### config.mk
export PLATFORM = sky130hd
export DESIGN_NAME = row_gap_midpoint_finder_top
export DESIGN_NICKNAME = d
export VERILOG_FILES = /design/src/rgmf_pkg.sv /design/src/rgmf_core.sv /design/src/rgmf_out_reg.sv /design/src/row_gap_midpoint_finder_top.sv
export SDC_FILE = /design/constraint.sdc
export NUM_CORES = 1
export LEC_CHECK = 0
export BUFFER_PORTS_ARGS = -buffer_cell sky130_fd_sc_hd__buf_4
export CAP_MARGIN = 30
export CORE_ASPECT_RATIO = 1.4
export CORE_MARGIN = 2
export CORE_UTILIZATION = 45
export CTS_CLUSTER_SIZE = 25
export DETAILED_ROUTE_END_ITERATION = 12
export REMOVE_ABC_BUFFERS = 1
export SYNTH_ARGS = -nofsm -noshare
export SYNTH_HDL_FRONTEND = slang
export SYNTH_HIERARCHICAL = 1
export SYNTH_SLANG_ARGS = --single-unit
export TNS_END_PERCENT = 10
### constraint.sdc
create_clock -name clk -period 4.7 [get_ports clk]
set_input_delay 0.47 -clock clk [delete_from_list [all_inputs] [get_ports clk]]
set_output_delay 0.47 -clock clk [all_outputs]
set_load 0.01 [all_outputs]
### src/rgmf_pkg.sv
// shared constants and types of the row gap midpoint finder
package rgmf_pkg;

	localparam int MAX_ROWS = 4096;
	localparam int ROW_W    = $clog2(MAX_ROWS);
	localparam int PIX_W    = 8;

	localparam logic [PIX_W-1:0] WHITE_LEVEL     = {PIX_W{1'b1}};
	localparam logic [ROW_W-1:0] START_ROW_RESET = ROW_W'(70);
	localparam logic [ROW_W-1:0] ROW_LAST        = ROW_W'(MAX_ROWS - 1);

	typedef struct packed {
		logic [ROW_W-1:0] gap_length;
		logic [ROW_W-1:0] mid_row;
	} result_t;

endpackage

### src/rgmf_core.sv
// input register, per-row gap tracking and best-gap selection
module rgmf_core (
	input  logic                      clk,
	input  logic                      arst_n,
	input  logic [rgmf_pkg::ROW_W-1:0] start_row,
	input  logic                      in_valid,
	output logic                      in_ready,
	input  logic [rgmf_pkg::PIX_W-1:0] in_pixel,
	input  logic                      in_row_end,
	input  logic                      in_frame_end,
	input  logic                      res_space,
	output logic                      res_valid,
	output rgmf_pkg::result_t         res
);
	import rgmf_pkg::*;

	logic             valid_s1;
	logic [PIX_W-1:0] pixel_s1;
	logic             row_end_s1;
	logic             frame_end_s1;

	logic [ROW_W-1:0] row_index_q;
	logic             row_all_white_q;
	logic             gap_open_q;
	logic [ROW_W-1:0] gap_start_row_q;
	logic [ROW_W-1:0] best_gap_length_q;
	logic [ROW_W-1:0] best_mid_row_q;

	logic             fire;
	logic             white_now;
	logic             row_done;
	logic             examined;
	logic [ROW_W-1:0] len;
	logic [ROW_W:0]   mid_sum;
	logic             open_gap;
	logic             close_gap;
	logic             better;
	logic [ROW_W-1:0] best_len_nx;
	logic [ROW_W-1:0] best_mid_nx;

	assign fire     = valid_s1 && (!frame_end_s1 || res_space);
	assign in_ready = !valid_s1 || fire;

	always_ff @(posedge clk or negedge arst_n) begin
		if (!arst_n) begin
			valid_s1 <= 1'b0;
		end else if (in_ready) begin
			valid_s1 <= in_valid;
		end
	end

	always_ff @(posedge clk) begin
		if (in_ready && in_valid) begin
			pixel_s1     <= in_pixel;
			row_end_s1   <= in_row_end;
			frame_end_s1 <= in_frame_end;
		end
	end

	always_comb begin
		white_now   = row_all_white_q && (pixel_s1 == WHITE_LEVEL);
		row_done    = row_end_s1 || frame_end_s1;
		examined    = row_index_q >= start_row;
		len         = row_index_q - gap_start_row_q;
		mid_sum     = {1'b0, gap_start_row_q} + {1'b0, row_index_q};
		open_gap    = row_done && examined && white_now && !gap_open_q;
		close_gap   = row_done && examined && !white_now && gap_open_q;
		better      = close_gap && (len > best_gap_length_q);
		best_len_nx = better ? len : best_gap_length_q;
		best_mid_nx = better ? mid_sum[ROW_W:1] : best_mid_row_q;
	end

	always_ff @(posedge clk or negedge arst_n) begin
		if (!arst_n) begin
			row_index_q       <= '0;
			row_all_white_q   <= 1'b1;
			gap_open_q        <= 1'b0;
			gap_start_row_q   <= '0;
			best_gap_length_q <= '0;
			best_mid_row_q    <= '0;
		end else if (fire) begin
			if (frame_end_s1) begin
				row_index_q       <= '0;
				row_all_white_q   <= 1'b1;
				gap_open_q        <= 1'b0;
				gap_start_row_q   <= '0;
				best_gap_length_q <= '0;
				best_mid_row_q    <= '0;
			end else if (row_done) begin
				if (row_index_q != ROW_LAST) begin
					row_index_q <= row_index_q + ROW_W'(1);
				end
				row_all_white_q   <= 1'b1;
				best_gap_length_q <= best_len_nx;
				best_mid_row_q    <= best_mid_nx;
				if (open_gap) begin
					gap_open_q      <= 1'b1;
					gap_start_row_q <= row_index_q;
				end else if (close_gap) begin
					gap_open_q <= 1'b0;
				end
			end else begin
				row_all_white_q <= white_now;
			end
		end
	end

	assign res_valid      = fire && frame_end_s1;
	assign res.mid_row    = best_mid_nx;
	assign res.gap_length = best_len_nx;

endmodule

### src/rgmf_out_reg.sv
// result register on the output stream
module rgmf_out_reg (
	input  logic                        clk,
	input  logic                        arst_n,
	input  logic                        res_valid,
	input  rgmf_pkg::result_t           res,
	output logic                        res_space,
	output logic                        out_valid,
	input  logic                        out_ready,
	output logic [2*rgmf_pkg::ROW_W-1:0] out_data
);
	import rgmf_pkg::*;

	logic    valid_q;
	result_t data_q;

	assign res_space = !valid_q || out_ready;

	always_ff @(posedge clk or negedge arst_n) begin
		if (!arst_n) begin
			valid_q <= 1'b0;
		end else if (res_space) begin
			valid_q <= res_valid;
		end
	end

	always_ff @(posedge clk) begin
		if (res_space && res_valid) begin
			data_q <= res;
		end
	end

	assign out_valid = valid_q;
	assign out_data  = data_q;

endmodule

### src/row_gap_midpoint_finder_top.sv
// top level of the row gap midpoint finder
//
// pixels of a grayscale frame enter in raster order on the s_axis stream, one
// transaction per pixel: tdata carries the pixel, tuser marks the last pixel
// of a row and tlast the last pixel of the frame (which also ends its row).
// rows from start_row on are checked for being all white; the widest closed
// run of white rows is found and, once per frame, one transaction on m_axis
// gives its floored midpoint row and its length, both zero if no run closed.
// start_row is written on the cfg channel, always ready; the user must write it
// only while idle; the block does not enforce it. results leave via an output register.
// throughput: one pixel per cycle, set by the single input register stage.
// a waiting result does not stop pixels; only a second frame end held behind
// an untaken result stalls the input until the result is taken.
// reset clears all frame state and sets start_row to 70, with no clearing pass.
module row_gap_midpoint_finder_top (
	input  logic                        clk,
	input  logic                        arst_n,
	input  logic                        cfg_valid,
	output logic                        cfg_ready,
	input  logic [rgmf_pkg::ROW_W-1:0]   cfg_data,
	input  logic                        s_axis_tvalid,
	output logic                        s_axis_tready,
	input  logic [rgmf_pkg::PIX_W-1:0]   s_axis_tdata,  // pixel
	input  logic                        s_axis_tuser,  // row_end
	input  logic                        s_axis_tlast,
	output logic                        m_axis_tvalid,
	input  logic                        m_axis_tready,
	output logic [2*rgmf_pkg::ROW_W-1:0] m_axis_tdata   // gap_length (upper half), mid_row (lower half)
);
	import rgmf_pkg::*;

	logic [ROW_W-1:0] start_row_q;
	logic             res_valid;
	logic             res_space;
	result_t          res;

	assign cfg_ready = 1'b1;

	always_ff @(posedge clk or negedge arst_n) begin
		if (!arst_n) begin
			start_row_q <= START_ROW_RESET;
		end else if (cfg_valid) begin
			start_row_q <= cfg_data;
		end
	end

	rgmf_core u_core (
		.clk          (clk),
		.arst_n       (arst_n),
		.start_row    (start_row_q),
		.in_valid     (s_axis_tvalid),
		.in_ready     (s_axis_tready),
		.in_pixel     (s_axis_tdata),
		.in_row_end   (s_axis_tuser),
		.in_frame_end (s_axis_tlast),
		.res_space    (res_space),
		.res_valid    (res_valid),
		.res          (res)
	);

	rgmf_out_reg u_out (
		.clk       (clk),
		.arst_n    (arst_n),
		.res_valid (res_valid),
		.res       (res),
		.res_space (res_space),
		.out_valid (m_axis_tvalid),
		.out_ready (m_axis_tready),
		.out_data  (m_axis_tdata)
	);

endmodule

* Yosys cells after proc, flatten, opt, wreduce, memory -nomap -nowiden *
Index checks and enable logic that the tools add are counted.
Widths: inputs -> output; s select.

storage, ports and cells
  register bits = 98
  input port bits = 27

cells by class
  $add $sub $neg = 3
  muxes and demuxes = 18
  $lt $le $gt $ge = 2
  equality and inequality tests = 2
  reduce and logical (&&, ||, !) cells = 28

operator list
  cell                   number
  $mux 12                12
  $add 12x12->13         1
  $add 12x1->12 const B  1
  $ge 12x12->1           1
  $gt 12x12->1           1
  $ne 12x12->1 const B   1
  $sub 12x12->12         1
  $logic_and 1x1->1      11
  $reduce_and 3->1       3
  $eq 8x8->1 const B     1
  $mux 1                 6
  $reduce_bool 2->1      3
  $logic_not 1->1        5
  $logic_or 1x1->1       4
  $reduce_bool 3->1      1
  $reduce_and 2->1       1

* Depth between registers and ports, before layout *
Gate-level depths: netlist of the first run.

  depth after elaboration = 9
  gate-level depth with buffers = 19

* Modules after synthesis *
The synthesis of the first run kept the hierarchy.

modules (own cells, without submodules)
  module                       area each (um^2)  instances  cells an instance
  rgmf_core                    4429.2            1          494
  rgmf_out_reg                 774.5             1          28
  row_gap_midpoint_finder_top  499.2             1          27

* Worst setup path after synthesis of the first run *
OpenSTA, ideal clock, no wires.

  path kind = flip-flop to flip-flop
  start = reg u_core.row_index_q[2]
  end = reg u_out.data_q (netlist bit u_out/out_data[22]) (data pin)
  required time = 4.438 ns
  arrival time = 3.839 ns
  cell stages (with the launch flop) = 17
  setup slack = 0.599 ns
  buffers on the path = 3
  period minus slack after synthesis = 4.101 ns
  library setup time = 0.262 ns
  path through = dfrtp_1 -> ha_1 -> buf_2 -> nor2b_1 -> o31a_1 -> o31ai_1 -> a21oi_1 -> or4_1 -> nand3_1 -> ha_1 -> nand4_1 -> a211oi_1 -> a2111oi_0 -> or4b_4 -> buf_6 -> buf_6 -> mux2_1

RTL lines
  item                    line                text
  from (decl)             rgmf_core.sv:22     logic [ROW_W-1:0] row_index_q;
  from (signal assigned)  rgmf_core.sv:91     row_index_q <= row_index_q + ROW_W'(1);
  to (signal assigned)    rgmf_out_reg.sv:29  data_q <= res;
  to (decl)               rgmf_out_reg.sv:15  result_t data_q;

==> results.txt, run 1 <==
The flow ran to the end, and the final reports show no timing, DRC or antenna violations. At the worst endpoint, the arrival time is 4580 ps. The biggest fanout along the worst timing path came out at 12. The clock network accounts for 33.4% of the total power. The worst voltage drop across the vdd grid is 0.000166 V. The layout overhead on the synthesized area is 16.0%. Entering global routing, the biggest net connects 65 pins. The post-route netlist has 18.7% of its cells at a drive strength greater than 1. The clock network latency to the later pin of the worst-skew pair came out at 340 ps. The average cell area after synthesis came out at 10.4 sq um. The worst reg-to-reg path cell count is 17. The weighted congestion at the end of routability-driven global placement is 0.882. The first TritonRoute pass finished after 4 iterations.

The post-detailed-route wirelength per cell is 16.2 microns. The via density per instance is 5.53. Setup violations remaining at the end of the flow were counted as 0.

Combinational logic is responsible for 23.1% of the overall power. The fraction of the yosys area taken by sequential cells came out at 46.1%. The synthesized design contains 34 enable-type register cells. The clock passes through at most 2 buffers.

The detailed-route via count is 4,167. The estimated wirelength of the detail-placed design came out at 9000 microns. The total internal power came out at 1.67 mW. The global router's overall resource usage came out at 19.0%. The standby leakage power came out at 3.05 nW. The number of H-tree branching levels is 3. The number of buffers added by the clock tree synthesis step is 9.

The sum of negative setup slack is 0 ps. The tool flagged a number of max-cap violations equal to 0. The total power came out at 2.35 mW. The async set-or-reset flop fraction in the synthesized netlist came out at 65.3%. The final-report hold violation count came to 0. The post-layout instance area came out at 6620 sq um. The aggregate routed wire length came out at 12,200 microns.

Clock tree synthesis found a total of 98 sinks. Across all register-to-register paths, the minimum setup slack is 220 ps. The upper clock frequency limit is 223 MHz. The final count of pins violating max slew was 0. The number of antenna violations at the first check in global routing came to 0. The final clock period utilization by the worst path came out at 95.4%. The die width is 99.1 microns. The number of input and output port buffers inserted is 52.

The fraction of synthesized cell area taken by the top area cell type is 26.3%. After detailed routing, the number of remaining DRC violations is 0. The antenna diode instance count came out at 0.

The number of warnings reported in the yosys synthesis log is 6. The number of violations reported at the end of detailed-routing iteration 0 is 164. The worst setup path is captured at a flop. The number of global-route vias before repair is 4,106. In this run, flip-flops and latches consume 43.5% of the power. The wire length of the first global-routing pass is 20,500 microns.

The transition at the pin with the smallest max-transition slack is 858 ps. For the worst setup path, the data required time is 4790 ps. The residual antenna-violating net count after detailed routing came out at 0. Ranked by total cell area, the synthesized netlist is headed by sky130_fd_sc_hd__dfrtp_1 26%, sky130_fd_sc_hd__edfxtp_1 18%, sky130_fd_sc_hd__ha_1 11%, sky130_fd_sc_hd__inv_1 3.2%, sky130_fd_sc_hd__nand2_1 3.0%. The cell area after synthesis is 5700 sq um. In this run switching power makes up 28.8% of total power. For this design the total switching power over the nets is 678 uW. The die covers 13,600 sq um. The ratio of total power to cell area came out at 356 nW/um^2. The initial core utilization came out at 46.1%. The area of the core came out at 12,400 sq um. The placed standard-cell area came out at 6260 sq um. In the synthesized netlist the dominant register cell turns out to be sky130_fd_sc_hd__dfrtp_1. The die extent in y is 137 microns. Measured against its own limit, the worst slew margin works out to 42.8%. The number of top-level pins came out at 54. Summed over all instances, the cell type with the most area after synthesis is sky130_fd_sc_hd__dfrtp_1. The path class of the tightest hold or removal check is primary input to asynchronous set/reset pin. The worst setup path is launched from a flop. The number of instances in the synthesized netlist came out at 549. The maximum clock skew at final layout is 5.04 ps. The critical path is of the flop to flop type. The root buffer cell chosen for the clock tree is sky130_fd_sc_hd__clkbuf_16.

The initialized floorplan defines 48 standard-cell rows. The post-route worst hold slack is 240 ps. TritonCTS built the clock tree. The smallest clock period supported by the final layout is computed as 4480 ps. Setup repair after global routing left no endpoint under its margin. The number of register bits inferred by synthesis came out at 98. The unique cell type count in the Yosys netlist is 64. At the end of the flow, the number of nets in the layout was 676.

The clock-pin slew of the registers on the worst-case setup and hold paths is 70 ps. The total overflow reported by the global router is 0.
[placed cells by master, fill, tap and decap left out, drive strengths merged, types with 3 or more instances in the layout]
cell type / count
buf: 66
dfrtp: 60
inv: 49
ha: 48
nand2: 46
edfxtp: 34
nor2: 33
o21ai: 31
nand3: 22
a21oi: 21
mux2: 19
a22o: 18
xor2: 16
clkbuf: 10
nor2b: 9
xnor2: 9
nand4: 9
nand2b: 8
nor4: 8
nor3: 7
o311ai: 7
o211ai: 5
dfstp: 4
and3: 4
a21o: 4
a221o: 4
a311o: 4
and2: 4
a211oi: 4
o21a: 3
o31a: 3
clkinv: 3
[worst paths after layout]
check	start	to
max in group asynchronous	arst_n	u_core/gap_start_row_q[7]$_DFFE_PN0P_
min in group clk	s_axis_tdata[6]	u_core/pixel_s1[6]$_DFFE_PP_
hold / removal	arst_n	u_core/valid_s1$_DFFE_PN0N_
setup reg to reg	u_core/row_index_q[0]$_DFFE_PN0P_	u_out/out_data[21]$_DFFE_PP_
setup / recovery	u_core/row_index_q[0]$_DFFE_PN0P_	u_out/out_data[21]$_DFFE_PP_
hold reg to reg	u_core/best_mid_row_q[9]$_DFFE_PN0P_	u_core/best_mid_row_q[9]$_DFFE_PN0P_
[synthesized netlist by cell type (all sizes together) (4+ instances only)]
library cell / n
ha: 48
o211ai: 5
and3: 4
xnor2: 9
o311ai: 7
nor2b: 9
nand3: 22
o21ai: 31
a21oi: 21
a221o: 4
nor4: 8
dfrtp: 60
a211oi: 4
buf: 9
xor2: 16
mux2: 19
edfxtp: 34
inv: 48
a22o: 18
clkbuf: 18
nand2b: 8
a311o: 4
and2: 4
nand4: 9
nand2: 46
dfstp: 4
nor2: 33
nor3: 7
a21o: 4
[logic make-up after synthesis]
logic type / count (synthesis) / share of synthesized area, %
and+or+nand+nor: 159 / 13.8
AOI/OAI and AO/OA: 120 / 14.8
DFF: 98 / 46.1
buffers and inverters: 76 / 5.55
adders and majority gates: 50 / 11.2
xor gates and xnor gates: 25 / 3.84
muxes: 20 / 4.59
other: 1 / 0.0658
[flip-flops by register name, summed over array words and instances, names as in the netlist, 8 cells and up]
| name | cells |
|---|---|
| u_core/best_mid_row_q | 12 |
| u_core/best_gap_length_q | 12 |
| u_out/out_data | 24 |
| u_core/row_index_q | 12 |
| u_core/pixel_s1 | 8 |
| u_core/gap_start_row_q | 12 |
| start_row_q | 12 |
[routing by layer]
metal | global-route usage (%) | routed length, microns
met1 | 23.1 | 5210
met2 | 34.3 | 6320
met4 | 6.47 | 208
met3 | 3.09 | 476
met5 | 0 | 0
[worst max-delay path, stage by stage (launching register included)]
cell and delay [ps]:
sky130_fd_sc_hd__dfrtp_1 430, sky130_fd_sc_hd__inv_1 150, sky130_fd_sc_hd__ha_1 210, sky130_fd_sc_hd__fa_1 220
sky130_fd_sc_hd__nor2b_1 70, sky130_fd_sc_hd__o31a_1 350, sky130_fd_sc_hd__o31ai_4 230, sky130_fd_sc_hd__a21oi_2 100
sky130_fd_sc_hd__or4_1 400, sky130_fd_sc_hd__nand3_1 140, sky130_fd_sc_hd__ha_1 270, sky130_fd_sc_hd__a21oi_1 160
sky130_fd_sc_hd__nand2_1 80, sky130_fd_sc_hd__a2111oi_1 490, sky130_fd_sc_hd__or4b_4 250, sky130_fd_sc_hd__buf_4 180
sky130_fd_sc_hd__buf_4 170, sky130_fd_sc_hd__mux2_2 340
[per-stage QoR]
stage	utilization (%)	setup WS [ps]	cells
6_report	53.5	215	754
5_1_grt	53.5	0.525	754
4_1_cts	53.2	98.2	753
3_3_place_gp	50.6	337	737
3_5_place_dp	50.6	104	737
2_1_floorplan	-	547	522
[cell type report]
class | count | area, sq um
fill | 1118 | 5760
multi-input combinational | 375 | 2790
clock buffer | 10 | 229
timing repair buffer | 66 | 508
inverter | 49 | 184
tap | 150 | 188
sequential | 98 | 2630
clock inverter | 6 | 90.1
[what timing repair did]
| item | CTS | global route |
|---|---|---|
| endpoints found under the setup margin | 0 | 39 |
| resized for setup | 0 | 6 |
| hold buffers | 0 | 0 |
| buffers inserted | 0 | 1 |
[power by group through the flow]
stage	combinational, mW	sequential (mW)	clock [mW]
floorplan	0.347	1.04	0
detailed placement	0.527	1.04	0
finish	0.543	1.02	0.785
CTS	0.532	1.02	0.807
global placement	0.512	1.04	0
global route	0.615	1.03	0.843
Note: power is estimated with default switching activity, not from simulation.
==> run 2: changes to the inputs <==
Settings changed: BUFFER_PORTS_ARGS -buffer_cell sky130_fd_sc_hd__buf_4 to unset, DONT_BUFFER_PORTS set to 1, PLACE_DENSITY set to 0.65.
==> run 2 against run 1 <==
Register-to-register slack improved by 30 ps. Worst hold slack worse by 240 ps. Power shrank 5.9%. Clock-buffer cell count is 1 higher. Non-clock buffer count is 57 lower. Routed wire length shrank 4.6%. Design area fell by 6.7%. Via count shrank 2.4%. Sequential share of layout area rose by 2.8 points.
==> results.txt, run 2 (synthesized netlist as in run 1, its figures left out) <==
The standby leakage power came out at 2.76 nW. The run finished with clean final reports. The estimated wirelength of the detail-placed design came out at 8420 microns.

Setup repair after global routing left no endpoint under its margin. The setup slack on the worst flop-to-flop path is 250 ps. Port buffering added 0 buffers.

The final count of pins violating max slew is 0. The clock sink total is 98. In the layout the commonest cells are 60 x sky130_fd_sc_hd__dfrtp_1, 48 x sky130_fd_sc_hd__inv_1, 48 x sky130_fd_sc_hd__ha_1. Per report_power, the combinational group accounts for 22.9% of the total. The weighted congestion at the end of routability-driven global placement is 0.824. After detailed routing, the average wire length per cell comes to 16.7 microns.

For this configuration, the core starts out at a cell density of 46.1%. The aggregate routed wire length came out at 11,700 microns. The net switching component of the power is 661 uW.

The library cell used most frequently in the layout, excluding fill and tap cells, is sky130_fd_sc_hd__dfrtp_1. The post-route worst hold slack came out at 0.511 ps. The critical path in this run is classified as flop to flop. Setup violations remaining at the end of the flow were counted as 0.

The total internal power is 1.55 mW. Max-cap violations in this run came to 0. The ratio of total power to cell area is 359 nW/um^2. The share of power burned in registers came out at 46.9%.

The H-tree was split into 3 levels. The layout overhead on the synthesized area came out at 8.25%. CTS placed an instance of sky130_fd_sc_hd__clkbuf_16 at the clock tree root. The post-route netlist has 10.7% of its cells at a drive strength greater than 1. The repair_antennas step left the layout with diodes totalling 0.

The total power came out at 2.21 mW. The first global-routing pass estimated 18,700 microns of wire. Data on the critical path is required at its endpoint by 4920 ps. Routed signal wires occupy layers up through met4. The die extent in y is 137 microns. The number of antenna violations at the first check in global routing came out at 0.

In this run the count of I/O pins placed on the die edge is 54. In this run, the number of DRC markers left after iteration 0 of detailed routing was 244. The worst setup path is launched from a flop.

The worst reg-to-reg path cell count is 17. Clock skew on the completed layout was measured at 3.26 ps. The met1 layer wirelength in the final routing is 5040 microns. The flip-flop count of the largest register, all copies and words added came out at 24. After clock tree synthesis, the clock-pin slew on the worst setup and hold paths is 60 ps.

The final critical delay including setup and external delays is 4450 ps. For the pin with the worst max-slew slack, the measured transition is 811 ps. The number of global-route vias before repair came to 3,849. After detailed routing, the number of vias per cell comes to 5.82. Counting along the longest clock path gives a buffer depth of 2. The residual antenna-violating net count after detailed routing came out at 0. The first detailed-routing pass ran for 5 iterations. The final net count came out at 621. TritonCTS built the clock tree. The origin of the critical flop-to-flop path is u_core/row_index_q[0]$_DFFE_PN0P_. The worst register-to-register path ends at u_core/best_mid_row_q[7]$_DFFE_PN0P_.

Detailed routing inserted a total of 4,067 vias. The clock network latency to the later pin of the worst-skew pair is 340 ps. The die footprint came out at 13,600 sq um. The biggest fanout along the worst timing path came out at 17. The data arrival at the endpoint of the critical path is 4670 ps.

The upper clock frequency limit is 225 MHz. After routing, the total negative slack on setup checks comes to 0 ps. Net switching is 29.9% of the power. The worst-path cell with the longest stage delay is sky130_fd_sc_hd__a2111oi_2. The critical path's largest stage delay came out at 570 ps. Summed over all nets, wire length on met3 after detailed routing comes to 445 microns.

The number of placement rows is 48. The final clock period utilization by the worst path is 94.7%. The critical path goes through inv_1 -> ha_1 -> fa_1 -> nor2b_1 -> o31a_1 -> o31ai_2 -> a21oi_2 -> or4_1 -> nand3_1 -> ha_1 -> a21oi_1 -> nand2_1 -> a2111oi_2 -> or4b_4 -> buf_4 -> nand3_1 -> o311ai_2. Of the total power, the clock network draws 30.2%.

The final routed DRC violation total is 0. The total overflow reported by the global router is 0. The worst voltage drop across the vdd grid came out at 0.000213 V.

The global router's overall resource usage is 17.4%. The path class of the tightest hold or removal check is primary input to asynchronous set/reset pin. The number of buffers added by the clock tree synthesis step came out at 9. The area of the core is 12,400 sq um. The die width came out at 99.1 microns. The final-report hold violation count came to 0.

STA classifies the critical path endpoint as a flop. Entering global routing, the biggest net connects 65 pins. The amount of wire on met2 after detailed routing came out at 5880 microns. Measured against its own limit, the worst slew margin works out to 45.2%.
-- run 2: changes by cell type in the layout (fill, tap and decap cells not counted), moves of 2 or more --
| cell | change |
|---|---|
| sky130_fd_sc_hd__buf_4 | -57 |
| sky130_fd_sc_hd__bufinv_16 | -2 |
| sky130_fd_sc_hd__clkinv_2 | +2 |
| sky130_fd_sc_hd__or4b_4 | +2 |
-- run 2: power groups by stage --
stage	logic [mW]	clock network (mW)	registers [mW]
2_1_floorplan	0.347	0	1.04
3_3_place_gp	0.437	0	1.05
3_5_place_dp	0.457	0	1.06
4_1_cts	0.474	0.689	1.04
5_1_grt	0.571	0.720	1.05
6_report	0.507	0.668	1.04
-- run 2: worst max-delay path by stage --
| stage | from | to |
|---|---|---|
| after CTS | u_core/row_index_q[0]$_DFFE_PN0P_ | u_core/best_mid_row_q[5]$_DFFE_PN0P_ |
| after global placement | u_core/row_index_q[0]$_DFFE_PN0P_ | u_out/out_data[11]$_DFFE_PP_ |
| after floorplan | u_core/row_index_q[2]$_DFFE_PN0P_ | u_out/out_data[22]$_DFFE_PP_ |
| after detailed placement | u_core/row_index_q[0]$_DFFE_PN0P_ | u_out/out_data[21]$_DFFE_PP_ |
| after global routing | u_core/row_index_q[0]$_DFFE_PN0P_ | u_core/best_mid_row_q[7]$_DFFE_PN0P_ |
| final | u_core/row_index_q[0]$_DFFE_PN0P_ | u_core/best_mid_row_q[7]$_DFFE_PN0P_ |
-- run 2: stage by stage --
step           util, %  instances  instance area, sq um  setup WS, ps
2_1_floorplan        -        522                  5570           547
3_3_place_gp      47.0        680                  5820           231
3_5_place_dp      47.0        680                  5820          29.6
4_1_cts           49.5        697                  6120          16.2
5_1_grt           49.9        699                  6170          15.2
6_report          49.9        699                  6170           250
-- run 2: cell type report --
| cell class | instances | area, sq um |
|---|---|---|
| multi-input cells | 377 | 2810 |
| clock buffers | 11 | 243 |
| clock inverters | 5 | 30.0 |
| flip-flops and latches | 98 | 2630 |
| fillers | 1120 | 6200 |
| inverters | 49 | 184 |
| repair buffers | 9 | 87.6 |
| well taps | 150 | 188 |
-- run 2: what timing repair did --
| action | CTS | global route |
|---|---|---|
| setup buffers | 0 | 0 |
| hold buffers | 1 | 0 |
| resized for setup | 0 | 8 |
| setup endpoints to repair | 0 | 48 |
| endpoints found under the hold margin | 64 | 0 |
-- run 2: metal layers --
metal | up-vias | GRT usage [%]
met5 | - | 0
met4 | 0 | 7.23
met3 | 23 | 3.20
met2 | 129 | 30.3
met1 | 1955 | 21.0
li1 | 1960 | -
-- run 2: critical path: cells and delay by family, from the launching register on --
| family | cells | cell delay (ps) |
|---|---|---|
| buffers and inverters | 2 | 380 |
| flip-flops | 1 | 420 |
| adder cells (fa/ha/maj) | 3 | 710 |
| AND/OR/NAND/NOR | 6 | 1190 |
| AO/OA/AOI/OAI | 6 | 1620 |
